[src/sv/vmt_pkg.sv]
// ----------------------------------------------------------------------------
// vmt_pkg
// Shared types and constants of the 4x4 vector-matrix transform engine.
// ----------------------------------------------------------------------------
package vmt_pkg;

    localparam int FRAC_BITS_DEF = 16;
    localparam int DATA_W        = 32;
    localparam int PROD_W        = 2 * DATA_W;
    localparam int SUM_W         = PROD_W + 2;
    localparam int DIM           = 4;
    localparam int IDX_W         = $clog2(DIM);
    localparam int QUEUE_DEPTH   = 2;
    localparam int QPTR_W        = (QUEUE_DEPTH > 1) ? $clog2(QUEUE_DEPTH) : 1;
    localparam int QCNT_W        = $clog2(QUEUE_DEPTH + 1);

    typedef logic signed [DATA_W-1:0] t_word;

    typedef enum logic {
        OP_LOAD  = 1'b0,
        OP_XFORM = 1'b1
    } t_op;

    // One queued command; a load keeps its entry value in data[0].
    typedef struct packed {
        t_op                     op;
        logic [IDX_W-1:0]        row;
        logic [IDX_W-1:0]        col;
        t_word [DIM-1:0]         data;
    } t_qentry;

    typedef struct packed {
        logic valid;
        logic full;
    } t_qstat;

    typedef struct packed {
        logic pop;
        logic xform;
    } t_pop;

endpackage

[src/sv/vmt_in_if.sv]
// ----------------------------------------------------------------------------
// vmt_in_if
// Command channel: matrix entry loads and vector transforms.
// ----------------------------------------------------------------------------
interface vmt_in_if import vmt_pkg::*; ();

    logic              valid;
    logic              ready;
    logic              cmd;
    logic [IDX_W-1:0]  entry_row;
    logic [IDX_W-1:0]  entry_col;
    t_word             entry_value;
    t_word             vec_x;
    t_word             vec_y;
    t_word             vec_z;
    t_word             vec_w;

    modport source (
        output valid, cmd, entry_row, entry_col, entry_value,
               vec_x, vec_y, vec_z, vec_w,
        input  ready
    );

    modport sink (
        input  valid, cmd, entry_row, entry_col, entry_value,
               vec_x, vec_y, vec_z, vec_w,
        output ready
    );

endinterface

[src/sv/vmt_front.sv]
// ----------------------------------------------------------------------------
// vmt_front
// Accepts command beats, decodes them and packs them into queue entries.
// ----------------------------------------------------------------------------
module vmt_front import vmt_pkg::*; (
    vmt_in_if.sink  i_in,
    input  t_qstat  i_qstat,
    output logic    o_push,
    output t_qentry o_entry
);

    // Take a beat whenever the queue has room
    assign i_in.ready = !i_qstat.full;
    assign o_push     = i_in.valid && !i_qstat.full;

    // Classify the command and pack its payload
    always_comb begin
        o_entry.row = i_in.entry_row;
        o_entry.col = i_in.entry_col;
        if (i_in.cmd) begin
            o_entry.op      = OP_XFORM;
            o_entry.data[0] = i_in.vec_x;
            o_entry.data[1] = i_in.vec_y;
            o_entry.data[2] = i_in.vec_z;
            o_entry.data[3] = i_in.vec_w;
        end else begin
            o_entry.op      = OP_LOAD;
            o_entry.data    = '0;
            o_entry.data[0] = i_in.entry_value;
        end
    end

endmodule

[src/flat_wrapper.sv]
// flat-port wrapper written by rule: the top's interface ports become plain ports
module vmt_front_flat import vmt_pkg::*;
  (i_qstat, o_push, o_entry, i_in_valid, i_in_cmd, i_in_entry_row, i_in_entry_col, i_in_entry_value, i_in_vec_x, i_in_vec_y, i_in_vec_z, i_in_vec_w, i_in_ready);
  vmt_in_if i_in_i ();
  input  t_qstat i_qstat;
  output logic o_push;
  output t_qentry o_entry;
  input wire logic [$bits(i_in_i.valid)-1:0] i_in_valid;
  input wire logic [$bits(i_in_i.cmd)-1:0] i_in_cmd;
  input wire logic [$bits(i_in_i.entry_row)-1:0] i_in_entry_row;
  input wire logic [$bits(i_in_i.entry_col)-1:0] i_in_entry_col;
  input wire logic [$bits(i_in_i.entry_value)-1:0] i_in_entry_value;
  input wire logic [$bits(i_in_i.vec_x)-1:0] i_in_vec_x;
  input wire logic [$bits(i_in_i.vec_y)-1:0] i_in_vec_y;
  input wire logic [$bits(i_in_i.vec_z)-1:0] i_in_vec_z;
  input wire logic [$bits(i_in_i.vec_w)-1:0] i_in_vec_w;
  output wire logic [$bits(i_in_i.ready)-1:0] i_in_ready;
  assign i_in_i.valid = i_in_valid;
  assign i_in_i.cmd = i_in_cmd;
  assign i_in_i.entry_row = i_in_entry_row;
  assign i_in_i.entry_col = i_in_entry_col;
  assign i_in_i.entry_value = i_in_entry_value;
  assign i_in_i.vec_x = i_in_vec_x;
  assign i_in_i.vec_y = i_in_vec_y;
  assign i_in_i.vec_z = i_in_vec_z;
  assign i_in_i.vec_w = i_in_vec_w;
  assign i_in_ready = i_in_i.ready;
  vmt_front u_core (.i_in(i_in_i), .i_qstat(i_qstat), .o_push(o_push), .o_entry(o_entry));
endmodule
[config.mk]
export PLATFORM = sky130hd
export DESIGN_NAME = vmt_front_flat
export DESIGN_NICKNAME = d
export VERILOG_FILES = /design/src/sv/vmt_pkg.sv /design/src/sv/vmt_in_if.sv /design/src/sv/vmt_front.sv /design/src/flat_wrapper.sv
export SDC_FILE = /design/constraint.sdc
export NUM_CORES = 1
export LEC_CHECK = 0
export ABC_AREA = 1
export BUFFER_PORTS_ARGS = -buffer_cell sky130_fd_sc_hd__buf_2
export CAP_MARGIN = 40
export CORE_AREA = 3 3 118 120
export DETAILED_ROUTE_END_ITERATION = 10
export DIE_AREA = 0 0 121 123
export PLACE_DENSITY = 0.48
export SYNTH_ARGS = -nofsm -noshare
export SYNTH_HDL_FRONTEND = slang
export SYNTH_SLANG_ARGS = --single-unit
[constraint.sdc]
create_clock -name vclk -period 0.9
set_clock_uncertainty 0.1 [all_clocks]
set_input_delay 0.09 -clock vclk [all_inputs]
set_output_delay 0.09 -clock vclk [all_outputs]
set_load 0.01 [all_outputs]
==> impl_summary.md <==
Placed design
The number of input and output port buffers inserted is about 290. Once placement finished, the instance area stood at slightly below 0.003 mm². Routability-driven placement finished with a final weighted congestion of approximately 0.82. The wire-length estimate of the detail-placed layout is roughly 6400 µm. Including well taps, the total number of placed cells is between 700 and 800. The worst slack after detailed placement is -96.82 ps.

Outcome
The final reports fail on negative setup slack. The run finished, with violations left.

Critical path
At the worst endpoint, the required time is approximately 710 ps. The critical path capture point type is a primary output. The largest single stage delay on the critical path is approximately 150 ps. The category of the most critical setup path is in2out.

Among the stages of the critical path, the cell type that occurs most often is buf_12. For this design, the slowest cell found on the critical path is buf_12. The critical path data arrival time is 810 ps. Along the worst path, the maximum fanout reaches 8. Walking the worst path, the cells encountered are buf_12 > clkinvlp_4 > buf_12 > buf_16 > nand2_2 > nand2_1 > buf_2. The critical path starts at i_in_cmd. The startpoint class of the critical path is an input port.

Global route
The first global-routing pass estimated roughly 11000 µm of wire. Entering global routing, the biggest net connects between 50 and 60 pins. The initial antenna violation count was 0. The total congestion overflow is 0.

The via count of the first global-routing pass was 2149. The all-layer global routing usage is 0.08679.

Worst hold path
The launch point of the worst hold path is i_in_entry_col[1]. The classification of the worst-slack hold path is in2out. The worst hold path was traced through 0 stages.

The sink of the worst hold path is o_entry[129].

STA
Setup repair after global routing could not meet its margin everywhere. The worst pin sits at a relative slew slack of 0.8604. Based on the critical path, the design can be clocked at up to 996.6 MHz. The total negative slack is -3340 ps. The minimum clock period after layout is ~1000 ps.

Setup violations remaining at the end of the flow were counted as 68. The final setup slack of the worst path is -103.4 ps. The max-slew violation count is 0. The final worst-path cycle share is 1.115. The total count of hold-check failures in the final report is 0.

The minimum hold slack is approximately 80 ps. The pin slew with the least headroom to its limit is 209.4 ps.

Synthesis
The Yosys step of the flow raised 0 warnings. The synthesized netlist contains 6 unique library cells. After technology mapping, the gate count stands at approximately 310.

The fraction of the yosys area taken by sequential cells is 0. The synthesized netlist occupies a cell area of 0.001299 mm². When the netlist entered floorplanning its net count stood at roughly 480.

The average footprint of a synthesized cell is 4.136 µm².

Cells and area
The final cell count without fillers is 783. The final-layout clock buffer total is 0. 0 antenna diodes ended up in the layout. Of the cells placed in the final design, the portion with a size suffix greater than 1 is 0.5947. Once layout is complete, the utilization of the core stands at 0.2588. The net count of the finished layout is slightly below 800. The summed area of non-filler cells in the final layout is about 0.0034 mm². The sequential cells in the finished layout cover a total of 0 µm². The number of sequential cells is 0. The synthesis-to-layout area growth is 160.8%.

Floorplan
The die covers ~0.015 mm². The die is around 120 µm wide. The floorplan has 42 rows.

The floorplan step defined a core boundary enclosing 0.01309 mm². The number of top-level pins is just over 300. The effective utilization at floorplan is 0.09925. Measured along the y axis, the die boundary spans 123 µm.

Drt
The number of optimization iterations in the first detailed-route pass is 4. The via density per instance is about 3.4. Once detail routing completed, the nets flagged for antenna violations numbered 0.

In the routed design, unresolved DRC markers number 0. The routed wirelength normalized by instance count is around 10 µm. The routed design has 7998 µm of wire. The via count of the routed design is 2627. The count of routing violations after the opening detailed-route iteration is between 50 and 60.

Power
Summed over all cells, the static leakage comes to between 2 and 3 nW. The total power divided by cell area is around 470 mW/mm². IR analysis of the VDD net gives a maximum drop of between 0.1 and 0.15 mV. The total power after layout is roughly 1.6 mW.

Run
The tool flagged a number of max-cap violations equal to 0.

Clocking
Hold repair after CTS inserted 0 buffers.
[cells in the mapped netlist]
master,instances,area (µm²)
buf_2,3,15.01
inv_1,99,371.6
nand2_1,192,720.7
buf_4,7,52.55
nor2_1,1,3.750
buf_6,12,135.1
[routing by layer]
layer	global-route usage	wire length [µm]
met1	0.1048	2907
met2	0.1678	4244
met3	0.01647	820
met4	0.002125	25
met5	0	0
[worst max-delay path by stage]
stage	depth (start not counted)	endpoint	slack, ps
2_1_floorplan	4	o_entry[84]	200
3_3_place_gp	6	o_entry[9]	-90
3_5_place_dp	6	o_entry[16]	-100
4_1_cts	7	o_entry[19]	-110
5_1_grt	7	o_entry[26]	-150
6_report	7	o_entry[11]	-100
[critical path, delay by kind of cell]
family | cells | cell delay (ps)
AND/OR/NAND/NOR | 2 | 90
buffers and inverters | 5 | 610
[power by group]
group | switching, mW | internal (mW) | leakage [nW] | total [mW]
Clock | 0 | 0 | 0 | 0
Combinational | 0.768 | 0.823 | 2.75 | 1.59
Sequential | 0 | 0 | 0 | 0
Total | 0.768 | 0.823 | 2.75 | 1.59
[what timing repair did]
item	4_1_cts	5_1_grt
cloned	3	2
buffers inserted	2	0
setup endpoints to repair	101	115
endpoints found under the hold margin	0	0
pin swaps	0	2
gates resized for setup	38	37
[cell type report]
cell class                      count  area [µm²]
Fill cell                        1502        9698
Timing Repair Buffer              315        1909
Multi-Input combinational cell    193       882.1
Inverter                           99       375.4
Tap cell                          176       220.2
[cells in the final DEF, fill, tap and decap left out, drive strengths merged]
cell type  Yosys  final
buf           22    313
clkbuf         0      2
clkinvlp       0      1
inv           99     98
nand2        192    192
nor2           1      1
[kinds of logic after synthesis]
| logic type | count (synthesis) | share of synthesized area |
|---|---|---|
| buffers and inverters | 121 | 0.4422 |
| and+or+nand+nor | 193 | 0.5578 |
(Power assumes the default switching activity.)
