File: src/sv/vmt_pkg.sv
// ----------------------------------------------------------------------------
// vmt_pkg
// Shared types and constants of the 4x4 vector-matrix transform engine.
// ----------------------------------------------------------------------------
package vmt_pkg;

    localparam int FRAC_BITS_DEF = 16;
    localparam int DATA_W        = 32;
    localparam int PROD_W        = 2 * DATA_W;
    localparam int SUM_W         = PROD_W + 2;
    localparam int DIM           = 4;
    localparam int IDX_W         = $clog2(DIM);
    localparam int QUEUE_DEPTH   = 2;
    localparam int QPTR_W        = (QUEUE_DEPTH > 1) ? $clog2(QUEUE_DEPTH) : 1;
    localparam int QCNT_W        = $clog2(QUEUE_DEPTH + 1);

    typedef logic signed [DATA_W-1:0] t_word;

    typedef enum logic {
        OP_LOAD  = 1'b0,
        OP_XFORM = 1'b1
    } t_op;

    // One queued command; a load keeps its entry value in data[0].
    typedef struct packed {
        t_op                     op;
        logic [IDX_W-1:0]        row;
        logic [IDX_W-1:0]        col;
        t_word [DIM-1:0]         data;
    } t_qentry;

    typedef struct packed {
        logic valid;
        logic full;
    } t_qstat;

    typedef struct packed {
        logic pop;
        logic xform;
    } t_pop;

endpackage

File: src/sv/vmt_queue.sv
// ----------------------------------------------------------------------------
// vmt_queue
// Short FIFO that decouples command decode from execution.
// ----------------------------------------------------------------------------
module vmt_queue import vmt_pkg::*; (
    input  logic    i_clk,
    input  logic    i_rst_n,
    input  logic    i_push,
    input  t_qentry i_entry,
    input  logic    i_pop,
    output t_qentry o_entry,
    output t_qstat  o_stat
);

    localparam logic [QPTR_W-1:0] LAST_PTR = QPTR_W'(QUEUE_DEPTH - 1);
    localparam logic [QCNT_W-1:0] FULL_CNT = QCNT_W'(QUEUE_DEPTH);

    t_qentry            r_mem [QUEUE_DEPTH];
    logic [QPTR_W-1:0]  r_wr_ptr;
    logic [QPTR_W-1:0]  r_rd_ptr;
    logic [QCNT_W-1:0]  r_count;

    // Store pushed entries
    always_ff @(posedge i_clk) begin
        if (i_push) begin
            r_mem[r_wr_ptr] <= i_entry;
        end
    end

    // Advance pointers and the fill count
    always_ff @(posedge i_clk) begin
        if (!i_rst_n) begin
            r_wr_ptr <= '0;
            r_rd_ptr <= '0;
            r_count  <= '0;
        end else begin
            if (i_push) begin
                r_wr_ptr <= (r_wr_ptr == LAST_PTR) ? '0 : r_wr_ptr + 1'b1;
            end
            if (i_pop) begin
                r_rd_ptr <= (r_rd_ptr == LAST_PTR) ? '0 : r_rd_ptr + 1'b1;
            end
            if (i_push && !i_pop) begin
                r_count <= r_count + 1'b1;
            end else if (!i_push && i_pop) begin
                r_count <= r_count - 1'b1;
            end
        end
    end

    assign o_entry      = r_mem[r_rd_ptr];
    assign o_stat.valid = (r_count != '0);
    assign o_stat.full  = (r_count == FULL_CNT);

endmodule

File: config.mk
export PLATFORM = sky130hd
export DESIGN_NAME = vmt_queue
export DESIGN_NICKNAME = d
export VERILOG_FILES = /design/src/sv/vmt_pkg.sv /design/src/sv/vmt_queue.sv
export SDC_FILE = /design/constraint.sdc
export NUM_CORES = 1
export LEC_CHECK = 0
export BUFFER_PORTS_ARGS = -buffer_cell sky130_fd_sc_hd__buf_2
export CAP_MARGIN = 20
export CORE_ASPECT_RATIO = 0.7
export CORE_MARGIN = 5
export CORE_UTILIZATION = 55
export CTS_CLUSTER_SIZE = 28
export DETAILED_ROUTE_END_ITERATION = 10
export PLACE_DENSITY = 0.83
export RECOVER_POWER = 50
export SYNTH_ARGS = -nofsm -noshare
export SYNTH_HDL_FRONTEND = slang
export SYNTH_SLANG_ARGS = --single-unit
File: constraint.sdc
create_clock -name i_clk -period 15.6 [get_ports i_clk]
set_clock_uncertainty 0.1 [all_clocks]
set_input_delay 1.56 -clock i_clk [delete_from_list [all_inputs] [get_ports i_clk]]
set_output_delay 1.56 -clock i_clk [all_outputs]
set_load 0.005 [all_outputs]
==> impl_metrics.toml, run 1 <==
[hold_path]
hold_path.class = "flop to flop"

[placement]
postPlaceCellArea_um2 = 11700
io_buffers = 271
placed_cells = 933
place_hpwl_mm = 13.3
place_ws_ns = 11.76
gp_congestion = 0.800

[finish]
final-instance-count-excl-fill = 975
layout-area-overhead-vs-synth_pct = 22.2
finalInstanceArea_um2 = 12300
finalCoreUtilization_pct = 68.5
final_net_count = 862
antenna-diode-count = 0
post_route_cells_drive_above_1_share_pct = 48.7

[sta]
finalHoldViolCount = 0
timing.final.crit_period_ns = 5.83
maxClockFrequency_mhz = 171
setup_viol_count_final = 0
finalSetupTns_ns = 0
postLayoutSetupSlackWorst_ns = 9.77
worst_slew_margin_rel_pct = -172
maxSlewViolCount = 125
grt_setup_unrepaired = "no"
worstMarginPinSlew_ns = 4.08
fin_worst_hold_slack_ns = 0.417
finalCritPeriodShare_pct = 37.4

[floorplan]
row_count = 41
die-width_um = 172
core_outline_area_um2 = 18000
num_io_pins = 272
start_util_pct = 56.1
die_height_um = 123
die_area_um2 = 21200

[synth]
synthesis.area_um2 = 10100
synth.ff_latch_count = 271
synthCells = 436
post-synth-top-area-cell = "sky130_fd_sc_hd__edfxtp_1"
syn-num-nets = 574
ys.warnings.count = 0
synth_seq_area_share_pct = 80.1
synth_top_area_share_pct = 79.1
yosys.cell_types.count = 17
synth_area_per_cell_um2 = 23.2
synth_area_leaders = "sky130_fd_sc_hd__edfxtp_1, sky130_fd_sc_hd__mux2_4, sky130_fd_sc_hd__mux2_2"

[clock_tree]
cts-buffers-inserted = 25
cts_setup_buffers = 0
cts_max_path_buffers = 3
tritoncts = "built"
cts.repair.resized = 0
h-tree-depth = 1
cts.clk_slew.worst_paths_ns = 0.06
clock_insertion_delay_worst_skew_ns = 0.50
clk_root_buffer_cell = "sky130_fd_sc_hd__clkbuf_16"
ctsHoldBuffers = 0
clock_sink_count = 271

[critical_path]
path_max_fanout = 71
path_buf_inv = 2
worstPathRequired_ns = 15.63
crit_path_start_kind = "input port"
worst_path_largest_cell_delay_ns = 2.95
worst-endpoint-arrival_ns = 5.86
critPathKind = "input port to flop"
path_delay_family = "simple AND/OR/NAND/NOR gates"
critical-path-slowest-cell = "sky130_fd_sc_hd__and2_0"
cp_cell_sequence = "clkbuf_1 -> and2_0 -> buf_4"
element_type_at_the_critical_path_end = "flop"

[power]
power.share.combinational_pct = 9.7
total_power_mw = 1.59
sw_frac_of_total_pct = 20.4
net-switching-power_mw = 0.325
power.ir.vdd_worst_v = 0.000103
cellInternalPower_mw = 1.27
p_seq_share_pct = 53.8
share_clk_of_total_power_pct = 36.4
total_leakage_power_nw = 4.60
power.density_cell_area_nw_per_um2 = 129

[global_route]
wire_length_of_the_first_global_routing_pass_mm = 28.5
global_route.overflow_total = 0
grtUsageTotal_pct = 17.3
largest_net_degree_at_the_start_of_global_routing = 75
grt_antenna_before_repair = 1
grt_pass1_vias = 5458

[detailed_routing]
vias_per_cell = 5.20
detail_route.drc_violations = 0
drtAntennaViolNets = 0
via_count = 5072
average_routed_wire_per_standard_cell_um = 19.8
drtPass1Iterations = 4
detailedRoute.firstIterationViolations = 400
routed_wl_mm = 19.3

[status]
failed_checks = "capacitance limit, slew limit"
status = "finished, violations left"

[job]
max_cap_violations = 2
==> registers in the layout, summed over array words and instances (netlist names), named ones only <==
signal,flops
r_mem,266
r_rd_ptr,1
r_wr_ptr,1
r_count,2
==> placed cells by master (no fill, tap or decap), drive strengths merged <==
cell / synthesis / routed
edfxtp: 266 / 266
buf: 15 / 190
mux2: 133 / 133
clkbuf: 0 / 119
dfxtp: 5 / 5
clkinv: 0 / 5
and2: 4 / 4
nor2b: 3 / 3
inv: 1 / 3
xor2: 2 / 2
bufinv: 0 / 2
or2: 1 / 1
xnor2: 1 / 1
o21a: 1 / 1
o21ai: 1 / 1
or3: 1 / 1
a21boi: 1 / 1
ha: 1 / 1
==> routing by layer <==
metal	wire length, µm	vias to the layer above	track usage, %
met1	7570	2490	21.6
li1	-	2300	-
met3	2090	27	6.04
met4	291	2	3.63
met5	11	-	0
met2	9380	253	29.8
==> logic make-up after synthesis <==
logic type	synth area share, %
AO/OA/AOI/OAI	0.198
buffers and inverters	1.34
flip-flops	80.1
multiplexers	17.4
AND/OR/NAND/NOR	0.558
adder cells (fa/ha/maj)	0.124
XOR/XNOR	0.260
==> cell usage after synthesis (all sizes together) <==
library cell    n
xnor2           1
ha              1
edfxtp        266
dfxtp           5
o21a            1
or2             1
mux2          133
and2            4
o21ai           1
or3             1
a21boi          1
buf            15
xor2            2
inv             1
nor2b           3
==> area by class of cell <==
| cell class | count | area, µm² |
|---|---|---|
| Inverter | 1 | 3.75 |
| Clock buffer | 33 | 686 |
| Multi-Input combinational cell | 149 | 1880 |
| Fill cell | 1159 | 5670 |
| Clock inverter | 9 | 100 |
| Sequential cell | 271 | 8090 |
| Tap cell | 236 | 295 |
| Timing Repair Buffer | 276 | 1280 |
==> power by group through the flow <==
stage                     clock (mW)  sequential (mW)  combinational (mW)
after CTS                      0.593            0.856               0.161
after global routing           0.624            0.860               0.167
after detailed placement           0            0.871               0.160
after floorplan                    0            0.870              0.0933
final                          0.580            0.857               0.155
after global placement             0            0.868               0.157
==> path summary, 6_finish.rpt <==
check | start | end | slack, ns | cells past startpoint
worst max-delay path | i_push | r_mem[1][43] | 9.77 | 3
worst min-delay path | r_count[1] | r_count[1] | 0.42 | 2
worst max register to register | r_wr_ptr | r_mem[1][43] | 10.64 | 2
worst min register to register | r_count[1] | r_count[1] | 0.42 | 2
==> worst min-delay path, cell delays in order (launching register included) <==
cell	delay (ns)
sky130_fd_sc_hd__dfxtp_1	0.32
sky130_fd_sc_hd__o21ai_0	0.07
sky130_fd_sc_hd__a21boi_0	0.08
No activity file was read; power rests on OpenSTA's default activity.
==> run 2, diff against run 1 <==
- CORE_UTILIZATION: 55 -> 47
- PLACE_DENSITY: 0.83 -> 0.75
- clock period: 15.6 -> 5.17 ns (I/O delays scaled with it)
==> impl_metrics.toml, run 2 (synthesis gave the netlist of run 1 again) <==
[status]
status = "finished, violations left"
failed_checks = "capacitance limit, slew limit"

[finish]
multi_input_area_um2 = 1890
final_net_count = 861
largest_register_by_flop_count = "r_mem"
layout-area-overhead-vs-synth_pct = 22.2
reg_top3 = "r_mem (266), r_count (2)"
largest_register_ff_count = 266
layout_commonest_cell = "sky130_fd_sc_hd__edfxtp_1"
finalCoreUtilization_pct = 59.0
post_route_cells_drive_above_1_share_pct = 47.0
most-common-layout-cells = "sky130_fd_sc_hd__edfxtp_1, sky130_fd_sc_hd__buf_2, sky130_fd_sc_hd__clkbuf_1, sky130_fd_sc_hd__mux2_4, sky130_fd_sc_hd__mux2_2"
number_of_inserted_filler_cells_in_the_final_layout = 1602
final-instance-count-excl-fill = 1015
layout.area.seq_um2 = 8090

[global_route]
grt_antenna_before_repair = 4
largest_net_degree_at_the_start_of_global_routing = 135
grt_pass1_vias = 5438
global_route.overflow_total = 0
grtUsageTotal_pct = 15.8
wire_length_of_the_first_global_routing_pass_mm = 30.5

[critical_path]
worstPathRequired_ns = 5.10
r2r-end = "r_mem[0][79]"
worst_r2r_path_depth = 2
worst-endpoint-arrival_ns = 3.44
critPathKind = "flop to flop"
crit_path_start_kind = "flop"
path_max_fanout = 134
worst_r2r_startpoint = "r_wr_ptr"
element_type_at_the_critical_path_end = "flop"
regToRegSetupSlack_ns = 1.65

[floorplan]
start_util_pct = 48.3
die_height_um = 133
die-width_um = 185
core_outline_area_um2 = 20900
row_count = 44
num_io_pins = 272
die_area_um2 = 24600

[clock_tree]
cts.clk_slew.worst_paths_ns = 0.06
tritoncts = "built"
clock_insertion_delay_worst_skew_ns = 0.50
cts_setup_buffers = 0
ctsHoldBuffers = 0
cts-buffers-inserted = 25
h-tree-depth = 1
clk_root_buffer_cell = "sky130_fd_sc_hd__clkbuf_16"
cts.repair.resized = 0
clock_sink_count = 271
cts_max_path_buffers = 3

[power]
total_leakage_power_nw = 4.54
power.density_cell_area_nw_per_um2 = 381
power.ir.vdd_worst_v = 0.000211

[hold_path]
holdCritStartpoint = "i_entry[28]"
hold_path.class = "input port to flop"
whs_endpoint = "r_mem[0][28]"
count_of_cells_along_the_worst_hold_path = 1

[detailed_routing]
drtPass1Iterations = 4
detailedRoute.firstIterationViolations = 318
drtAntennaViolNets = 0
via_count = 5104
average_routed_wire_per_standard_cell_um = 19.8
routed_wl_mm = 20.1
detail_route.drc_violations = 0
vias_per_cell = 5.03

[placement]
gp_congestion = 0.801
io_buffers = 271
place_hpwl_mm = 14.1
placed_cells = 972

[sta]
finalCritPeriodShare_pct = 68.0
timing.final.crit_period_ns = 3.52
maxClockFrequency_mhz = 284
finalHoldViolCount = 0
worstMarginPinSlew_ns = 3.46
maxSlewViolCount = 135
setup_viol_count_final = 0
finalSetupTns_ns = 0
worst_slew_margin_rel_pct = -130
grt_setup_unrepaired = "no"

[job]
max_cap_violations = 1
[run 2: cell types whose count changed in the layout (fill, tap and decap cells not counted), sizes merged]
| cell | change |
|---|---|
| clkinvlp | +1 |
| buf | -12 |
| inv | -2 |
| diode | +1 |
| bufinv | -1 |
| clkinv | +4 |
| clkbuf | +9 |
[run 2: worst max-delay path by stage]
stage               slack, ns     start  cells past startpoint           end
floorplan                0.63    i_push                      1   r_mem[0][0]
global placement         2.71      flop                      3  o_entry[120]
detailed placement       2.65      flop                      3  o_entry[120]
CTS                      2.11      flop                      3  o_entry[120]
global route             1.40  r_wr_ptr                      2  r_mem[0][77]
finish                   1.65  r_wr_ptr                      2  r_mem[0][79]
[run 2: routing by layer]
| layer | GRT usage, % | up-vias | part of all wire, % |
|---|---|---|---|
| met3 | 4.77 | 27 | 9.5 |
| met4 | 2.93 | 6 | 1.7 |
| met2 | 26.4 | 224 | 49 |
| met1 | 21.0 | 2541 | 40 |
| li1 | - | 2306 | - |
| met5 | 0 | - | 0.20 |
[run 2: final cells by class]
| class | count | share of cell area [%] |
|---|---|---|
| clock buffers | 31 | 5.25 |
| multi-input cells | 149 | 15.3 |
| inverters | 1 | 0.0304 |
| clock inverters | 11 | 0.618 |
| flip-flops and latches | 271 | 65.6 |
| repair buffers | 275 | 10.4 |
| diodes | 1 | 0.0203 |
| well taps | 276 | 2.80 |
[run 2: critical path, cell delays in order (launching register included)]
cell and delay (ns):
sky130_fd_sc_hd__dfxtp_1 0.34, sky130_fd_sc_hd__nor2b_4 0.10, sky130_fd_sc_hd__clkbuf_2 2.40
[run 2: report_power, final]
part / total, mW / switching (mW) / internal, mW
clock: 1.65 / 0.716 / 0.932
sequential: 2.59 / 0.0435 / 2.55
combinational: 0.468 / 0.218 / 0.250
[run 2: through the flow]
stage	hold WS (ns)	cell area, µm²	setup WS [ns]	power [mW]
floorplan	0.368	10100	0.629	2.90
global placement	0.378	11800	2.71	3.10
detailed placement	0.465	11800	2.65	3.12
CTS	0.0768	12500	2.11	4.77
global route	0.0745	12300	1.40	4.90
finish	0.103	12300	1.65	4.71
